### src/rtl/core/fpadd_pkg.sv
// ----------------------------------------------------------------------------
// fpadd_pkg
// Shared types and constants for the single-precision adder.
// ----------------------------------------------------------------------------
package fpadd_pkg;

    localparam int unsigned SIG_W       = 27;
    localparam int unsigned EXP_W       = 8;
    localparam int unsigned FRAC_W      = 23;
    localparam int unsigned QUEUE_DEPTH = 2;

    typedef logic [31:0] t_word;

    typedef struct packed {
        logic             sign_a;
        logic             sign_b;
        logic [EXP_W-1:0] exp;
        logic [SIG_W-1:0] sig_a;
        logic [SIG_W-1:0] sig_b;
    } t_job;

    localparam int unsigned JOB_W = $bits(t_job);

endpackage

### src/rtl/core/fpadd_if.sv
// ----------------------------------------------------------------------------
// fpadd_if
// Valid/ready channel carrying one payload beat.
// ----------------------------------------------------------------------------
interface fpadd_if #(
    parameter int unsigned W = 32
);
    logic         valid;
    logic         ready;
    logic [W-1:0] data;

    modport source (output valid, output data, input ready);
    modport sink   (input valid, input data, output ready);
endinterface

### src/rtl/core/float32_adder.sv
// ----------------------------------------------------------------------------
// float32_adder
// Single-precision adder: front aligns, queue decouples, back adds and rounds.
// An input beat passes the front register, the queue and the back add and output registers.
// Throughput: one operand pair per cycle when the outputs do not stall, set by the fully pipelined back end.
// Reset: synchronous active-low; clears all valid flags and queue pointers.
// ----------------------------------------------------------------------------
module float32_adder #(
    parameter int unsigned QUEUE_DEPTH = fpadd_pkg::QUEUE_DEPTH
) (
    input  logic   i_clk,
    input  logic   i_rst_n,
    fpadd_if.sink   i_in_a,
    fpadd_if.sink   i_in_b,
    fpadd_if.source o_sum,
    fpadd_if.source o_range
);
    import fpadd_pkg::*;

    logic front_ready, fq_valid, fq_ready, qb_valid, qb_ready, out_valid;
    t_job fq_job, qb_job;
    t_word sum_word;
    logic  range_flag;
    logic  in_fire;
    logic  out_ready;

    assign in_fire = i_in_a.valid && i_in_b.valid;
    assign i_in_a.ready = front_ready && i_in_b.valid;
    assign i_in_b.ready = front_ready && i_in_a.valid;

    fpadd_front u_front (
        .i_clk(i_clk), .i_rst_n(i_rst_n),
        .i_valid(in_fire), .o_ready(front_ready),
        .i_operand_a(i_in_a.data), .i_operand_b(i_in_b.data),
        .o_valid(fq_valid), .i_ready(fq_ready), .o_job(fq_job)
    );

    fpadd_queue #(.DEPTH(QUEUE_DEPTH)) u_queue (
        .i_clk(i_clk), .i_rst_n(i_rst_n),
        .i_valid(fq_valid), .o_ready(fq_ready), .i_job(fq_job),
        .o_valid(qb_valid), .i_ready(qb_ready), .o_job(qb_job)
    );

    assign out_ready = o_sum.ready && o_range.ready;

    fpadd_back u_back (
        .i_clk(i_clk), .i_rst_n(i_rst_n),
        .i_valid(qb_valid), .o_ready(qb_ready), .i_job(qb_job),
        .o_valid(out_valid), .i_ready(out_ready),
        .o_sum_word(sum_word), .o_range(range_flag)
    );

    // offer each output beat only when the other channel can take it too
    assign o_sum.valid   = out_valid && o_range.ready;
    assign o_sum.data    = sum_word;
    assign o_range.valid = out_valid && o_sum.ready;
    assign o_range.data  = range_flag;

    a_out_hold: assert property (@(posedge i_clk) disable iff (!i_rst_n)
        (out_valid && !out_ready) |=>
            out_valid && $stable(sum_word) && $stable(range_flag))
        else $error("output beat changed while stalled");

    a_out_reset: assert property (@(posedge i_clk)
        !i_rst_n |=> !o_sum.valid)
        else $error("output valid after reset");

    a_queue_flow: assert property (@(posedge i_clk) disable iff (!i_rst_n)
        (fq_valid && !fq_ready) |=> fq_valid && $stable(fq_job))
        else $error("front beat lost while queue full");
endmodule

### src/rtl/core/fpadd_front.sv
// ----------------------------------------------------------------------------
// fpadd_front
// Unpack operands and align the smaller-exponent significand; one beat per cycle if not stalled.
// ----------------------------------------------------------------------------
module fpadd_front (
    input  logic                 i_clk,
    input  logic                 i_rst_n,
    input  logic                 i_valid,
    output logic                 o_ready,
    input  fpadd_pkg::t_word     i_operand_a,
    input  fpadd_pkg::t_word     i_operand_b,
    output logic                 o_valid,
    input  logic                 i_ready,
    output fpadd_pkg::t_job      o_job
);
    import fpadd_pkg::*;

    logic             r_valid;
    t_job             r_job;
    t_job             n_job;
    logic [EXP_W-1:0] ea, eb, exp_diff;
    logic [SIG_W-1:0] ma, mb, shin, shout;
    logic             a_big;

    function automatic logic [SIG_W-1:0] align(input logic [SIG_W-1:0] sig,
                                               input logic [EXP_W-1:0] d);
        logic [SIG_W-1:0] kept;
        logic [SIG_W-1:0] msk;
        begin
            if (d >= EXP_W'(SIG_W + 1)) begin
                align = SIG_W'(1);
            end else begin
                kept  = sig >> d;
                msk   = ~({SIG_W{1'b1}} << d);
                align = kept | SIG_W'((sig & msk) != '0);
            end
        end
    endfunction

    assign ea       = i_operand_a[30:23];
    assign eb       = i_operand_b[30:23];
    assign ma       = {1'b1, i_operand_a[22:0], 3'b000};
    assign mb       = {1'b1, i_operand_b[22:0], 3'b000};
    assign a_big    = ea >= eb;
    assign exp_diff = a_big ? ea - eb : eb - ea;
    assign shin     = a_big ? mb : ma;
    assign shout    = align(shin, exp_diff);

    always_comb begin
        n_job.sign_a = i_operand_a[31];
        n_job.sign_b = i_operand_b[31];
        n_job.exp    = a_big ? ea : eb;
        n_job.sig_a  = a_big ? ma : shout;
        n_job.sig_b  = a_big ? shout : mb;
    end

    assign o_ready = !r_valid || i_ready;
    assign o_valid = r_valid;
    assign o_job   = r_job;

    always_ff @(posedge i_clk) begin
        if (!i_rst_n) begin
            r_valid <= 1'b0;
        end else if (o_ready) begin
            r_valid <= i_valid;
        end
        if (o_ready && i_valid) begin
            r_job <= n_job;
        end
    end
endmodule

### src/rtl/core/fpadd_queue.sv
// ----------------------------------------------------------------------------
// fpadd_queue
// Short FIFO between front and back.
// ----------------------------------------------------------------------------
module fpadd_queue #(
    parameter int unsigned DEPTH = fpadd_pkg::QUEUE_DEPTH
) (
    input  logic            i_clk,
    input  logic            i_rst_n,
    input  logic            i_valid,
    output logic            o_ready,
    input  fpadd_pkg::t_job i_job,
    output logic            o_valid,
    input  logic            i_ready,
    output fpadd_pkg::t_job o_job
);
    import fpadd_pkg::*;

    localparam int unsigned AW = (DEPTH > 1) ? $clog2(DEPTH) : 1;

    t_job              r_mem [DEPTH];
    logic [AW-1:0]     r_wp, r_rp;
    logic [AW:0]       r_cnt;
    logic              push, pop;

    assign o_ready = r_cnt != (AW+1)'(DEPTH);
    assign o_valid = r_cnt != '0;
    assign o_job   = r_mem[r_rp];
    assign push    = i_valid && o_ready;
    assign pop     = o_valid && i_ready;

    always_ff @(posedge i_clk) begin
        if (!i_rst_n) begin
            r_wp  <= '0;
            r_rp  <= '0;
            r_cnt <= '0;
        end else begin
            if (push) begin
                r_wp <= (r_wp == AW'(DEPTH-1)) ? '0 : r_wp + AW'(1);
            end
            if (pop) begin
                r_rp <= (r_rp == AW'(DEPTH-1)) ? '0 : r_rp + AW'(1);
            end
            r_cnt <= r_cnt + (AW+1)'(push) - (AW+1)'(pop);
        end
        if (push) begin
            r_mem[r_wp] <= i_job;
        end
    end
endmodule

### src/rtl/core/fpadd_back.sv
// ----------------------------------------------------------------------------
// fpadd_back
// Add or subtract, normalise, round; two register stages, the second being the output register.
// ----------------------------------------------------------------------------
module fpadd_back (
    input  logic             i_clk,
    input  logic             i_rst_n,
    input  logic             i_valid,
    output logic             o_ready,
    input  fpadd_pkg::t_job  i_job,
    output logic             o_valid,
    input  logic             i_ready,
    output fpadd_pkg::t_word o_sum_word,
    output logic             o_range
);
    import fpadd_pkg::*;

    // stage 1: add
    logic             r1_valid;
    logic             r1_sign;
    logic [EXP_W-1:0] r1_exp;
    logic [SIG_W:0]   r1_sum;
    // stage 2: output
    logic             r2_valid;
    t_word            r2_word;
    logic             r2_range;

    logic             adv1, adv2;
    logic             a_gt, a_lt, rsign;
    logic [SIG_W:0]   big, lesser, sum;
    logic [SIG_W-1:0] nsum;
    logic [4:0]       lz;
    logic signed [EXP_W+2:0] e;
    logic [FRAC_W-1:0] frac;
    logic [FRAC_W:0]   frac_inc;
    logic [2:0]        grs;
    logic              rnd;

    assign adv2    = !r2_valid || i_ready;
    assign adv1    = !r1_valid || adv2;
    assign o_ready = adv1;

    assign a_gt   = i_job.sig_a > i_job.sig_b;
    assign a_lt   = i_job.sig_a < i_job.sig_b;
    assign rsign  = (i_job.sign_a && i_job.sign_b)
                 || (!i_job.sign_a && i_job.sign_b && a_lt)
                 || (i_job.sign_a && !i_job.sign_b && a_gt);
    assign big    = {1'b0, a_gt ? i_job.sig_a : i_job.sig_b};
    assign lesser = {1'b0, a_gt ? i_job.sig_b : i_job.sig_a};
    assign sum    = (i_job.sign_a == i_job.sign_b) ? big + lesser : big - lesser;

    always_comb begin
        lz = '0;
        for (int i = 0; i < SIG_W; i++) begin
            if (r1_sum[i]) begin
                lz = 5'(SIG_W - 1 - i);
            end
        end
    end

    always_comb begin
        if (r1_sum[SIG_W]) begin
            nsum = r1_sum[SIG_W:1] | SIG_W'(r1_sum[0]);
            e    = $signed({3'b000, r1_exp}) + 11'sd1;
        end else begin
            nsum = r1_sum[SIG_W-1:0] << lz;
            e    = $signed({3'b000, r1_exp}) - $signed({6'b0, lz});
        end
        frac     = nsum[SIG_W-2:3];
        grs      = nsum[2:0];
        rnd      = (grs > 3'd4) || (grs == 3'd4 && frac[0]);
        frac_inc = {1'b0, frac} + (FRAC_W+1)'(rnd);
        if (frac_inc[FRAC_W]) begin
            e = e + 11'sd1;
        end
    end

    always_ff @(posedge i_clk) begin
        if (!i_rst_n) begin
            r1_valid <= 1'b0;
            r2_valid <= 1'b0;
        end else begin
            if (adv1) r1_valid <= i_valid;
            if (adv2) r2_valid <= r1_valid;
        end
        if (adv1 && i_valid) begin
            r1_sign <= rsign;
            r1_exp  <= i_job.exp;
            r1_sum  <= sum;
        end
        if (adv2 && r1_valid) begin
            if (r1_sum == '0) begin
                r2_word  <= '0;
                r2_range <= 1'b0;
            end else begin
                r2_word  <= {r1_sign, e[EXP_W-1:0], frac_inc[FRAC_W-1:0]};
                r2_range <= (e < 11'sd1) || (e > 11'sd254);
            end
        end
    end

    assign o_valid    = r2_valid;
    assign o_sum_word = r2_word;
    assign o_range    = r2_range;
endmodule

### src/flat_wrapper.sv
// flat-port wrapper written by rule: the top's interface ports become plain ports
module float32_adder_flat import fpadd_pkg::*;
#(
    parameter int unsigned QUEUE_DEPTH = fpadd_pkg::QUEUE_DEPTH
)
  (i_clk, i_rst_n, i_in_a_valid, i_in_a_data, i_in_a_ready, i_in_b_valid, i_in_b_data, i_in_b_ready, o_sum_valid, o_sum_data, o_sum_ready, o_range_valid, o_range_data, o_range_ready);
  fpadd_if #(.W(32)) i_in_a_i ();
  fpadd_if #(.W(32)) i_in_b_i ();
  fpadd_if #(.W(32)) o_sum_i ();
  fpadd_if #(.W(1)) o_range_i ();
  input  logic i_clk;
  input  logic i_rst_n;
  input wire logic [$bits(i_in_a_i.valid)-1:0] i_in_a_valid;
  input wire logic [$bits(i_in_a_i.data)-1:0] i_in_a_data;
  output wire logic [$bits(i_in_a_i.ready)-1:0] i_in_a_ready;
  input wire logic [$bits(i_in_b_i.valid)-1:0] i_in_b_valid;
  input wire logic [$bits(i_in_b_i.data)-1:0] i_in_b_data;
  output wire logic [$bits(i_in_b_i.ready)-1:0] i_in_b_ready;
  output wire logic [$bits(o_sum_i.valid)-1:0] o_sum_valid;
  output wire logic [$bits(o_sum_i.data)-1:0] o_sum_data;
  input wire logic [$bits(o_sum_i.ready)-1:0] o_sum_ready;
  output wire logic [$bits(o_range_i.valid)-1:0] o_range_valid;
  output wire logic [$bits(o_range_i.data)-1:0] o_range_data;
  input wire logic [$bits(o_range_i.ready)-1:0] o_range_ready;
  assign i_in_a_i.valid = i_in_a_valid;
  assign i_in_a_i.data = i_in_a_data;
  assign i_in_a_ready = i_in_a_i.ready;
  assign i_in_b_i.valid = i_in_b_valid;
  assign i_in_b_i.data = i_in_b_data;
  assign i_in_b_ready = i_in_b_i.ready;
  assign o_sum_valid = o_sum_i.valid;
  assign o_sum_data = o_sum_i.data;
  assign o_sum_i.ready = o_sum_ready;
  assign o_range_valid = o_range_i.valid;
  assign o_range_data = o_range_i.data;
  assign o_range_i.ready = o_range_ready;
  float32_adder #(.QUEUE_DEPTH(QUEUE_DEPTH)) u_core (.i_clk(i_clk), .i_rst_n(i_rst_n), .i_in_a(i_in_a_i), .i_in_b(i_in_b_i), .o_sum(o_sum_i), .o_range(o_range_i));
endmodule
### config.mk
export PLATFORM = sky130hd
export DESIGN_NAME = float32_adder_flat
export DESIGN_NICKNAME = d
export VERILOG_FILES = /design/src/rtl/core/fpadd_pkg.sv /design/src/rtl/core/fpadd_if.sv /design/src/rtl/core/float32_adder.sv /design/src/rtl/core/fpadd_front.sv /design/src/rtl/core/fpadd_queue.sv /design/src/rtl/core/fpadd_back.sv /design/src/flat_wrapper.sv
export SDC_FILE = /design/constraint.sdc
export NUM_CORES = 1
export LEC_CHECK = 0
export ABC_AREA = 1
export BUFFER_PORTS_ARGS = -buffer_cell sky130_fd_sc_hd__buf_2
export CORE_AREA = 2 2 197 160
export CTS_CLUSTER_DIAMETER = 50
export DETAILED_ROUTE_END_ITERATION = 16
export DIE_AREA = 0 0 199 162
export MAX_ROUTING_LAYER = met4
export PLACE_DENSITY = 0.75
export SLEW_MARGIN = 0
export SYNTH_ARGS = -nofsm -noshare
export SYNTH_HDL_FRONTEND = slang
export SYNTH_SLANG_ARGS = --single-unit
### constraint.sdc
create_clock -name i_clk -period 12.2 [get_ports i_clk]
set_clock_uncertainty 0.1 [all_clocks]
set_input_delay 2.44 -clock i_clk [delete_from_list [all_inputs] [get_ports i_clk]]
set_output_delay 2.44 -clock i_clk [all_outputs]
set_load 0.05 [all_outputs]
Word level (Yosys, flattened, before mapping)
Memory sizes are Yosys's and may differ from the RTL's. A register that Yosys moved wholly into a read port is not among the register bits.
Index checks and enable logic that the tools add are counted.
{"block": "totals", "out_inout_bits": 37, "elab_cells": 124, "ramBits": 128, "ff_bits": 141, "memories": 1}
{"name": "u_core.u_queue.r_mem", "depth": 2, "word_bits": 64, "read_ports": 1, "rd_clocked_by_memory_dff": 1, "write_ports": 1, "line_no": "fpadd_queue.sv:21", "source": "t_job r_mem [DEPTH];"}
{"block": "classes", "n_eq_ne": 3, "n_shift": 3, "mux": 45, "order_cmp": 7, "addsub": 12, "bitwise": 4, "reduce_logical": 31}
{"op": "5-bit 2-to-1 mux", "n": 27}
{"op": "26-bit 2-to-1 mux", "n": 4}
{"op": "27-bit 2-to-1 mux", "n": 3}
{"op": "27-bit by 27-bit adder with 28-bit output", "n": 1}
{"op": "28-bit zero test", "n": 1}
{"op": "28-bit 2-to-1 mux", "n": 1}
{"op": "27-bit by 27-bit subtractor with 28-bit output", "n": 1}
{"op": "27-bit AND", "n": 1}
{"op": "27-bit greater-than comparator", "n": 1}
{"op": "27-bit less-than comparator", "n": 1}
{"op": "27-bit NOT", "n": 1}
{"op": "27-bit by 1-bit bitwise OR with 27-bit output", "n": 1}
{"op": "27-bit nonzero test", "n": 1}
{"op": "27-bit by 5-bit left shift with 26-bit output", "n": 1}
{"op": "27-bit by 8-bit left shift with 27-bit output (first input constant)", "n": 1}
{"op": "27-bit by 8-bit right shift with 27-bit output", "n": 1}
{"op": "26-bit by 1-bit bitwise OR with 26-bit output", "n": 1}
{"op": "23-bit by 1-bit adder with 24-bit output", "n": 1}
{"op": "11-bit 2-to-1 mux", "n": 2}
{"op": "1-bit logical AND", "n": 16}
{"op": "8-bit 2-to-1 mux", "n": 2}
{"op": "8-bit subtractor", "n": 2}
{"op": "11-bit by 2-bit adder with 11-bit output (second input constant)", "n": 1}
{"op": "11-bit by 9-bit greater-than comparator with 1-bit output (second input constant)", "n": 1}
{"op": "16 further kinds", "n": 32}

Longest topological paths before layout
Gate-level depths: netlist of run 1.
{"block": "logic_depth", "ltp_word": 36, "depth_mapped": 50}

Cells and area by module
Synthesis of run 1 repeated with hierarchy kept, for this count alone.
{"block": "unflattened", "cells_unflattened": 2389, "area_unflattened_um2": 19587.5}
{"mod": "fpadd_back", "seq_area_each_um2": 2142.1, "area_per_inst_um2": 8594.5, "n_inst": 1, "cells_per_inst": 1287}
{"mod": "fpadd_front", "seq_area_each_um2": 1941.9, "area_per_inst_um2": 5791.8, "n_inst": 1, "cells_per_inst": 855}
{"mod": "fpadd_queue", "seq_area_each_um2": 3943.8, "area_per_inst_um2": 5156.2, "n_inst": 1, "cells_per_inst": 235}
{"mod": "float32_adder", "seq_area_each_um2": 0.0, "area_per_inst_um2": 45.0, "n_inst": 1, "cells_per_inst": 12}

Worst setup path after synthesis of run 1
Ideal clock, no wire load.
{"block": "synth_path", "path_type": "reg-to-reg", "start": "reg (tool-made name)", "end": "reg u_core.u_back.r1_sum[27] (data pin)", "arrival_ps": 7450, "path_slack_ps": 4386, "stages_incl_launch_ff": 47, "period_less_slack_ps": 7814, "path_cell_list": "dfxtp_1 -> clkbuf_1 -> buf_1 -> clkbuf_1 -> clkbuf_1 -> buf_1 -> mux2_2 -> ha_1 -> nand2_1 -> inv_1 -> nand2_1 -> nor4_1 -> inv_1 -> o221ai_1 -> nand2_1 -> inv_1 -> buf_2 -> buf_2 -> (+11 left out) -> nand3_1 -> nand2_1 -> nand3_1 -> nand2_1 -> nand3_1 -> nand2_1 -> a21o_1 -> a21oi_1 -> o21ai_0 -> nand3_1 -> nand2_1 -> a21o_1 -> a21oi_1 -> o21ai_0 -> nand3_1 -> nand2_1 -> a31oi_1 -> xor2_1"}
{"element": "to (signal assigned)", "line_no": "fpadd_back.sv:89", "source": "r1_sum <= sum;"}
{"element": "to (decl)", "line_no": "fpadd_back.sv:22", "source": "logic [SIG_W:0] r1_sum;"}

==> results.json, run 1 <==
{
  "design.die.area_sq_um": 32240,
  "async_flop_share": 0,
  "synthesis.nets": 2372,
  "ys.flop_type": "edfxtp_1",
  "antenna_found_initial": 0,
  "cts_root_buf": "clkbuf_16",
  "synth_edf_count": 262,
  "ys_ff_latch": 270,
  "yosys_warnings": 0,
  "dp_hpwl_um": 38390,
  "cts.reportedPaths.clkPinSlew_ps": 70,
  "cp-start-kind": "flop",
  "n_fill_cell": 2481,
  "fin_crit_sh": 0.8048,
  "synth_area_leaders": "edfxtp_1, nand2_1, nand3_1",
  "wl_per_cell_um": 19.11,
  "core_area_sq_um": 30170,
  "hp-class": "reg2reg",
  "die-height_um": 162,
  "drt_iter0_drc": 1782,
  "cp_data_arrival_time_ps": 10020,
  "overflow": 0,
  "critPathKind": "reg2reg",
  "slew_violations": 0,
  "netlist_area_sq_um": 18300,
  "drt-total-wl_um": 51980,
  "cts_tree": "built",
  "cp_slowest_cell": "dfxtp_2",
  "rsz0062_at_grt": "no",
  "yosysTopAreaCellShare": 0.4299,
  "r2r_slack_ps": 2380,
  "ys_top_cells_by_count": "nand2_1, edfxtp_1, nand3_1",
  "cts.sinks": 270,
  "nNetsFinal": 2441,
  "io-pin-count": 107,
  "grt_usage": 0.3377,
  "hold_buffers": 0,
  "power_leakage_uw": 0.008629,
  "post_cts_buffers": 0,
  "min_period_ps": 9819,
  "drive_above_1_share": 0.1166,
  "cpMostUsedCell": "nand2_1",
  "critPathMaxStageDelay_ps": 1020,
  "cp_max_fo": 49,
  "hold-path-cell-count": 0,
  "cts-resized-gates": 0,
  "dr_total_vias": 16130,
  "status": "complete, no violations",
  "grt_max_degree": 116,
  "avgSynthCellArea_sq_um": 8.262,
  "worstHoldStart": "u_core.u_front.o_job[28]$_SDFFCE_PN0P_",
  "netlist_instances": 2215,
  "htree_levels": 1,
  "tightest_slew_ps": 1048,
  "die_x_um": 199,
  "worst_slack_ps": 2381,
  "drc_errors": 0,
  "max-cap-violations": 0,
  "slew_headroom": 0.3011,
  "first_pass_iters": 5,
  "rows": 57,
  "diodes": 0,
  "grt_pass1_wl_um": 81900,
  "worst_r2r_endpoint": "u_core.u_back.r1_sum[26]$_DFFE_PP_",
  "gp_congestion": 1.001,
  "initial_utilization": 0.6066,
  "cts_buffers": 29,
  "clk_latency_ps": 590,
  "reg2regPathDepth": 35,
  "setup_viol": 0,
  "setup_tns_ps": 0,
  "port_buffers": 106,
  "power.total_uw": 6313,
  "synth_most_common_cell": "nand2_1",
  "cts_max_path_buffers": 3,
  "seq_area_sq_um": 8029,
  "powerDensity_nw_per_um2": 313.0,
  "peakVddDrop_v": 0.0001738,
  "synth_cell_types": 54,
  "grt_pass1_vias": 14700,
  "syn_to_final_growth_pct": 10.20,
  "place_ws_ps": 2699,
  "yosysSeqAreaShare": 0.4387,
  "yosys.area.top_type": "edfxtp_1",
  "ant_nets": 0,
  "worstPathRequired_ps": 12410,
  "viasPerCell": 5.929,
  "critPathCaptureType": "flop",
  "min_to": "u_core.u_queue.r_mem[1][28]$_DFFE_PP_",
  "fmax_mhz": 101.8,
  "hold_viol": 0,
  "multiInputGateArea_sq_um": 9102
}
worst max path at each step:
stage                     startpoint                            endpoint  depth (start not counted)
after floorplan                 flop  u_core.u_back.r1_sum[27]$_DFFE_PP_                         46
after global placement          flop  u_core.u_back.r1_sum[26]$_DFFE_PP_                         37
after detailed placement        flop  u_core.u_back.r1_sum[26]$_DFFE_PP_                         35
after CTS                       flop  u_core.u_back.r1_sum[26]$_DFFE_PP_                         35
after global routing            flop  u_core.u_back.r1_sum[26]$_DFFE_PP_                         37
final                           flop  u_core.u_back.r1_sum[26]$_DFFE_PP_                         35
per-layer routing:
metal,global-route usage,wire length [um]
met4,0.06072,982
met1,0.5160,24110
met2,0.4757,21430
met3,0.05752,5445
met5,-,0
worst max-delay path, delay by kind of cell, from the launching register on:
kind	cells	cell delay, ps
AND/OR/NAND/NOR	16	3010
adder cells (fa/ha/maj)	2	690
XOR/XNOR	2	180
flip-flops	1	1020
buffers and inverters	5	1960
AO/OA/AOI/OAI	9	2050
multiplexers	1	420
flip-flops by register name, indices dropped and copies added (netlist names), named ones only:
signal,cells
u_core.u_queue.r_mem,128
u_core.u_front.o_job,64
u_core.u_back.o_sum_word,32
u_core.u_back.r1_sum,28
u_core.u_back.r1_exp,8
u_core.u_queue.r_cnt,2
u_core.u_back.o_range,1
u_core.u_back.o_valid,1
u_core.u_back.r1_sign,1
u_core.u_back.r1_valid,1
u_core.u_front.o_valid,1
u_core.u_queue.r_rp,1
u_core.u_queue.r_wp,1
cell families (layout without fill, tap and decap cells):
| kind of cell | count (synthesis) | after routing | synth area share |
|---|---|---|---|
| AOI/OAI and AO/OA | 371 | 371 | 0.1114 |
| muxes | 71 | 71 | 0.04123 |
| and+or+nand+nor | 1017 | 1017 | 0.2388 |
| buffers and inverters | 311 | 403 | 0.06666 |
| adders and majority gates | 87 | 87 | 0.06112 |
| DFF | 270 | 270 | 0.4387 |
| xor gates and xnor gates | 88 | 88 | 0.04212 |
per-stage QoR:
stage	cell area, sq um	hold WS [ps]	utilization	instances
after CTS	20170	337.1	0.6685	2720
after detailed placement	19180	329.6	0.6359	2666
after global placement	19180	321.9	0.6359	2666
after floorplan	18300	321.5	-	2215
after global routing	20170	351.9	0.6685	2720
final	20170	337.0	0.6685	2720
final cells by class:
cell class	count	area share
inverter	218	0.04058
tap	413	0.02562
clock buffer	32	0.03654
sequential	270	0.3981
clock inverter	22	0.01216
multi-input combinational	1634	0.4514
timing repair buffer	131	0.03561
report_power, final:
part / internal (uW) / switching (uW)
clock: 512 / 386
combinational: 1270 / 2620
sequential: 1370 / 150
layout by cell type, fill, tap and decap left out, drive strengths merged, types with 3 or more instances in the layout:
cell,instances
ha,83
o21ai,210
nor2,155
nor4,11
a211oi,3
mux2i,36
o221ai,4
nand2,576
bufinv,3
a21o,6
inv,220
xnor2,23
dfxtp,8
buf,131
a221oi,5
xor2,65
a31oi,18
a22oi,3
or2,6
fa,4
nor3,21
edfxtp,262
nand3,217
o31ai,4
clkbuf,32
o22ai,20
o21a,4
nand4,26
a21oi,81
mux2,35
o211ai,5
clkinv,15
(Power assumes the default switching activity.)
==> inputs of run 2 (changes only) <==
- clock period: 12.2 -> 9.9 ns (I/O delays scaled with it)
==> results.json, run 2 (synthesis gave the netlist of run 1 again) <==
{
  "cp_slowest_cell": "dfxtp_2",
  "largest_register_ffs": 128,
  "antenna_found_initial": 1,
  "critPathKind": "reg2reg",
  "seqPwrFrac": 0.241,
  "ant_nets": 0,
  "dp_hpwl_um": 38630,
  "top_layer": "met4",
  "first_pass_iters": 6,
  "min_to": "u_core.u_queue.r_mem[1][19]$_DFFE_PP_",
  "p_int_uw": 3939,
  "rows": 57,
  "fin_crit_sh": 0.8278,
  "tightest_slew_ps": 1066,
  "grt_pass1_wl_um": 81160,
  "die-height_um": 162,
  "path_buf_inv": 6,
  "worst_slack_ps": 1705,
  "die_x_um": 199,
  "drive_above_1_share": 0.1196,
  "cts_max_path_buffers": 3,
  "final_common_cell": "nand2_1",
  "drt-total-wl_um": 51880,
  "post_cts_buffers": 0,
  "final_cell_mix": "nand2_1, edfxtp_1, nand3_1",
  "wl_met3_um": 5437,
  "setup_viol": 0,
  "drt_iter0_drc": 1929,
  "placed_area_sq_um": 19220,
  "design_area_sq_um": 20290,
  "diodes": 0,
  "regMostFlops": "u_core.u_queue.r_mem",
  "worstHoldStart": "u_core.u_front.o_job[19]$_DFFE_PP_",
  "hold-path-cell-count": 0,
  "cts.reportedPaths.clkPinSlew_ps": 60,
  "critPathMaxStageDelay_ps": 970,
  "n_fill_cell": 2443,
  "io-pin-count": 107,
  "syn_to_final_growth_pct": 10.87,
  "powerDensity_nw_per_um2": 385.7,
  "cp_max_fo": 43,
  "viasPerCell": 5.934,
  "wl_per_cell_um": 19.01,
  "setup_tns_ps": 0,
  "nNetsFinal": 2448,
  "status": "complete, no violations",
  "design.die.area_sq_um": 32240,
  "min_period_ps": 8195,
  "cpMostUsedCell": "nand2_1",
  "cts.sinks": 270,
  "clk_latency_ps": 590,
  "cts_buffers": 31,
  "clkPwrFrac": 0.149,
  "slew_violations": 0,
  "hold_viol": 0,
  "grt_max_degree": 98,
  "worstPathRequired_ps": 10130,
  "fmax_mhz": 122.0,
  "gp_congestion": 0.9853,
  "hold_buffers": 0,
  "p_switching_uw": 3888,
  "slew_headroom": 0.2828,
  "port_buffers": 106,
  "drc_errors": 0,
  "cts_root_buf": "clkbuf_16",
  "overflow": 0,
  "hp-class": "reg2reg",
  "htree_levels": 1,
  "peakVddDrop_v": 0.0002784,
  "wl_met2_um": 21780,
  "cp_data_arrival_time_ps": 8420,
  "r2r_slack_ps": 1700,
  "dr_total_vias": 16190,
  "critPathCaptureType": "flop",
  "max-cap-violations": 0,
  "rsz0062_at_grt": "no",
  "core_area_sq_um": 30170,
  "hold_ws_ps": 333.6,
  "power_leakage_uw": 0.008687,
  "cts_tree": "built",
  "worst_r2r_endpoint": "u_core.u_back.r1_sum[26]$_DFFE_PP_",
  "swShare": 0.4968,
  "reg2regPathDepth": 35,
  "grt_usage": 0.3343,
  "grt_pass1_vias": 14700,
  "power.total_uw": 7827,
  "pwr-share-comb": 0.610,
  "initial_utilization": 0.6066,
  "cts-resized-gates": 0,
  "cp-start-kind": "flop",
  "wl_met1_um": 23650,
  "cpLargestDelayFamily": "simple AND/OR/NAND/NOR gates",
  "place_ws_ps": 1852
}
-- run 2: changes by cell type in the layout (fill, tap and decap cells not counted), sizes merged --
cell	previous run	this run
buf	131	136
clkbuf	32	33
clkinv	15	18
clkinvlp	2	3
inv	220	219
-- run 2: worst max-delay path by stage --
| stage | startpoint | to | slack, ps | cells past startpoint |
|---|---|---|---|---|
| final | flop | u_core.u_back.r1_sum[26]$_DFFE_PP_ | 1700 | 35 |
| after global routing | flop | u_core.u_back.r1_sum[26]$_DFFE_PP_ | 770 | 35 |
| after CTS | flop | u_core.u_back.r1_sum[26]$_DFFE_PP_ | 1820 | 35 |
| after detailed placement | flop | u_core.u_back.r1_sum[26]$_DFFE_PP_ | 1850 | 35 |
| after global placement | flop | u_core.u_back.r1_sum[26]$_DFFE_PP_ | 2090 | 37 |
| after floorplan | flop | u_core.u_back.r1_sum[27]$_DFFE_PP_ | 2090 | 46 |
-- run 2: power groups by stage --
stage / Sequential [uW] / Clock, uW / Combinational [uW]
after floorplan: 1990 / 0 / 3420
after global placement: 1890 / 0 / 4560
after detailed placement: 1900 / 0 / 4610
after CTS: 1880 / 1180 / 4670
after global routing: 1900 / 1230 / 5300
final: 1890 / 1170 / 4770
-- run 2: final cells by class --
class	instances	area, sq um	area share
clock buffer	33	783.3	0.03860
timing repair buffer	136	755.7	0.03725
inverter	218	818.3	0.04033
clock inverter	25	284.0	0.01400
multi-input combinational	1634	9102	0.4486
tap	413	516.7	0.02547
sequential	270	8029	0.3957
-- run 2: through the flow --
stage               std cells    util
finish                   2729  0.6726
global route             2729  0.6726
CTS                      2729  0.6726
detailed placement       2671  0.6372
global placement         2671  0.6372
floorplan                2215       -
-- run 2: per-layer routing --
metal,up-vias,GRT usage
li1,7745,-
met3,82,0.05627
met1,7544,0.5062
met2,823,0.4716
met5,-,-
met4,0,0.07157
==> inputs of run 3 (changes only) <==
- ABC_AREA: 1 -> 0
- CORE_AREA: 2 2 197 160 -> 2 2 201 164
- DIE_AREA: 0 0 199 162 -> 0 0 203 166
- clock period: 9.9 -> 8.4 ns (I/O delays scaled with it)
==> results.json, run 3 <==
{
  "rsz0062_at_grt": "no",
  "cts_root_buf": "clkbuf_16",
  "synthesis.nets": 2089,
  "cts_tree": "built",
  "grt_max_degree": 66,
  "synth_edf_count": 262,
  "critPathCaptureType": "flop",
  "cpLargestDelayFamily": "compound AO/OA/AOI/OAI gates",
  "netlist_area_sq_um": 19060,
  "tightest_slew_ps": 1160,
  "synth_cell_types": 102,
  "cts.reportedPaths.clkPinSlew_ps": 70,
  "ys.flop_type": "edfxtp_1",
  "cp_data_arrival_time_ps": 8020,
  "final_cell_mix": "edfxtp_1, nand2_1, mux2i_1",
  "synth_top_family_by_area": "simple AND/OR/NAND/NOR gates",
  "ys_top_cells_by_count": "edfxtp_1, nand2_1, mux2i_1",
  "design.die.area_sq_um": 33700,
  "yosys.area.top_type": "edfxtp_1",
  "worstPathRequired_ps": 8600,
  "path_buf_inv": 0,
  "max-cap-violations": 0,
  "first_pass_iters": 6,
  "hp-class": "reg2reg",
  "die-height_um": 166,
  "drive_above_1_share": 0.1282,
  "nNetsFinal": 2154,
  "clk_latency_ps": 590,
  "rows": 59,
  "synth_compound_area_frac": 0.1501,
  "die_x_um": 203,
  "htree_levels": 1,
  "syn_to_final_growth_pct": 10.65,
  "powerDensity_nw_per_um2": 446.8,
  "cts.sinks": 270,
  "grt_pass1_vias": 14820,
  "status": "complete, no violations",
  "final_common_cell": "edfxtp_1",
  "cp_max_fo": 27,
  "drt-total-wl_um": 52010,
  "overflow": 0,
  "worst_slack_ps": 588.0,
  "fin_crit_sh": 0.9300,
  "dr_total_vias": 15540,
  "netlist_instances": 1932,
  "avgSynthCellArea_sq_um": 9.865,
  "setup_viol": 0,
  "cts_buffers": 29,
  "port_buffers": 106,
  "grt_usage": 0.3198,
  "n_fill_cell": 2538,
  "cts_max_path_buffers": 3,
  "setup_tns_ps": 0,
  "io-pin-count": 107,
  "peakVddDrop_v": 0.0003259,
  "cp-start-kind": "flop",
  "antenna_found_initial": 1,
  "yosys_warnings": 0,
  "fmax_mhz": 128.0,
  "critPathKind": "reg2reg",
  "yosysSeqAreaShare": 0.4212,
  "drc_errors": 0,
  "yosysTopAreaCellShare": 0.4128,
  "synth_area_leaders": "edfxtp_1, mux2i_1, ha_1",
  "hold_viol": 0,
  "synth_simple_gate_area_share": 0.1585,
  "layoutNonFillerInstCount": 2448,
  "ys_ff_latch": 270,
  "gp_congestion": 0.9810,
  "synthAdderAreaFrac": 0.05922,
  "drt_iter0_drc": 1796,
  "power.total_uw": 9421,
  "largest_register_ffs": 128,
  "min_period_ps": 7812,
  "ant_nets": 0,
  "worstHoldStart": "u_core.u_front.o_job[50]$_DFFE_PP_",
  "async_flop_share": 0,
  "dp_hpwl_um": 38950,
  "post_cts_buffers": 0,
  "synthMuxAreaShare": 0.1259,
  "slew_violations": 0,
  "initial_utilization": 0.5990,
  "yosys.area_share.xor_xnor": 0.04353,
  "synth_most_common_cell": "edfxtp_1",
  "critPathMaxStageDelay_ps": 660,
  "cp_slowest_cell": "dfxtp_4",
  "slew_headroom": 0.2238,
  "grt_pass1_wl_um": 83010,
  "wl_per_cell_um": 21.25,
  "dp.cells": 2393,
  "core_area_sq_um": 31820,
  "power_leakage_uw": 0.008350,
  "viasPerCell": 6.346,
  "regMostFlops": "u_core.u_queue.r_mem",
  "place_ws_ps": 726.0
}
[run 3: cell count changes in the layout (fill, tap and decap cells not counted), sizes merged, moves of 28 or more]
cell   previous run  this run
xnor2            23        51
nor3             21        50
o21ai           210        99
mux2i            36       201
nand3           217        60
inv             219        96
nand2           576       227
[run 3: metal layers]
layer	up-vias	part of all wire	global-route usage
met4	0	0.016	0.06315
met2	702	0.44	0.4623
li1	7336	-	-
met3	71	0.085	0.05671
met5	-	0	-
met1	7427	0.46	0.4741
[run 3: what timing repair did]
action                     in CTS  in global routing
setup endpoints to repair       0                  1
hold buffers                    0                  0
resized for setup               0                  2
[run 3: per-stage QoR]
step           instance area (sq um)  hold WS (ps)  utilization
5_1_grt                        21090         355.6       0.6628
6_report                       21090         335.8       0.6628
3_5_place_dp                   20020         331.1       0.6292
3_3_place_gp                   20020         324.3       0.6292
4_1_cts                        21080         337.2       0.6624
2_1_floorplan                  19060         321.5            -
[run 3: final cells by class]
class,instances,area (sq um),share of cell area
Antenna cell,1,2.502,0.0001187
Clock buffer,36,762.0,0.03613
Clock inverter,18,296.5,0.01406
Inverter,89,336.6,0.01596
Multi-Input combinational cell,1469,10340,0.4904
Sequential cell,270,8031,0.3809
Tap cell,427,534.3,0.02534
Timing Repair Buffer,138,783.3,0.03714
[run 3: where the power goes]
part           internal (uW)  switching [uW]  total (uW)
registers               1970             292        2260
clock network            845             549        1390
logic                   2220            3550        5760
total                   5030            4390        9420
[run 3: cell families after synthesis]
kind of cell,count (synthesis)
compound gates,418
xor+xnor,93
fa+ha+maj,88
buf+inv,193
flops,270
mux,228
simple gates,642
[run 3: worst paths after layout]
kind,slack (ps),cells past startpoint,endpoint
max,590,28,u_core.u_back.r1_sum[27]$_DFFE_PP_
min,340,0,u_core.u_queue.r_mem[1][50]$_DFFE_PP_
max reg2reg,590,28,u_core.u_back.r1_sum[27]$_DFFE_PP_
min reg2reg,340,0,u_core.u_queue.r_mem[1][50]$_DFFE_PP_
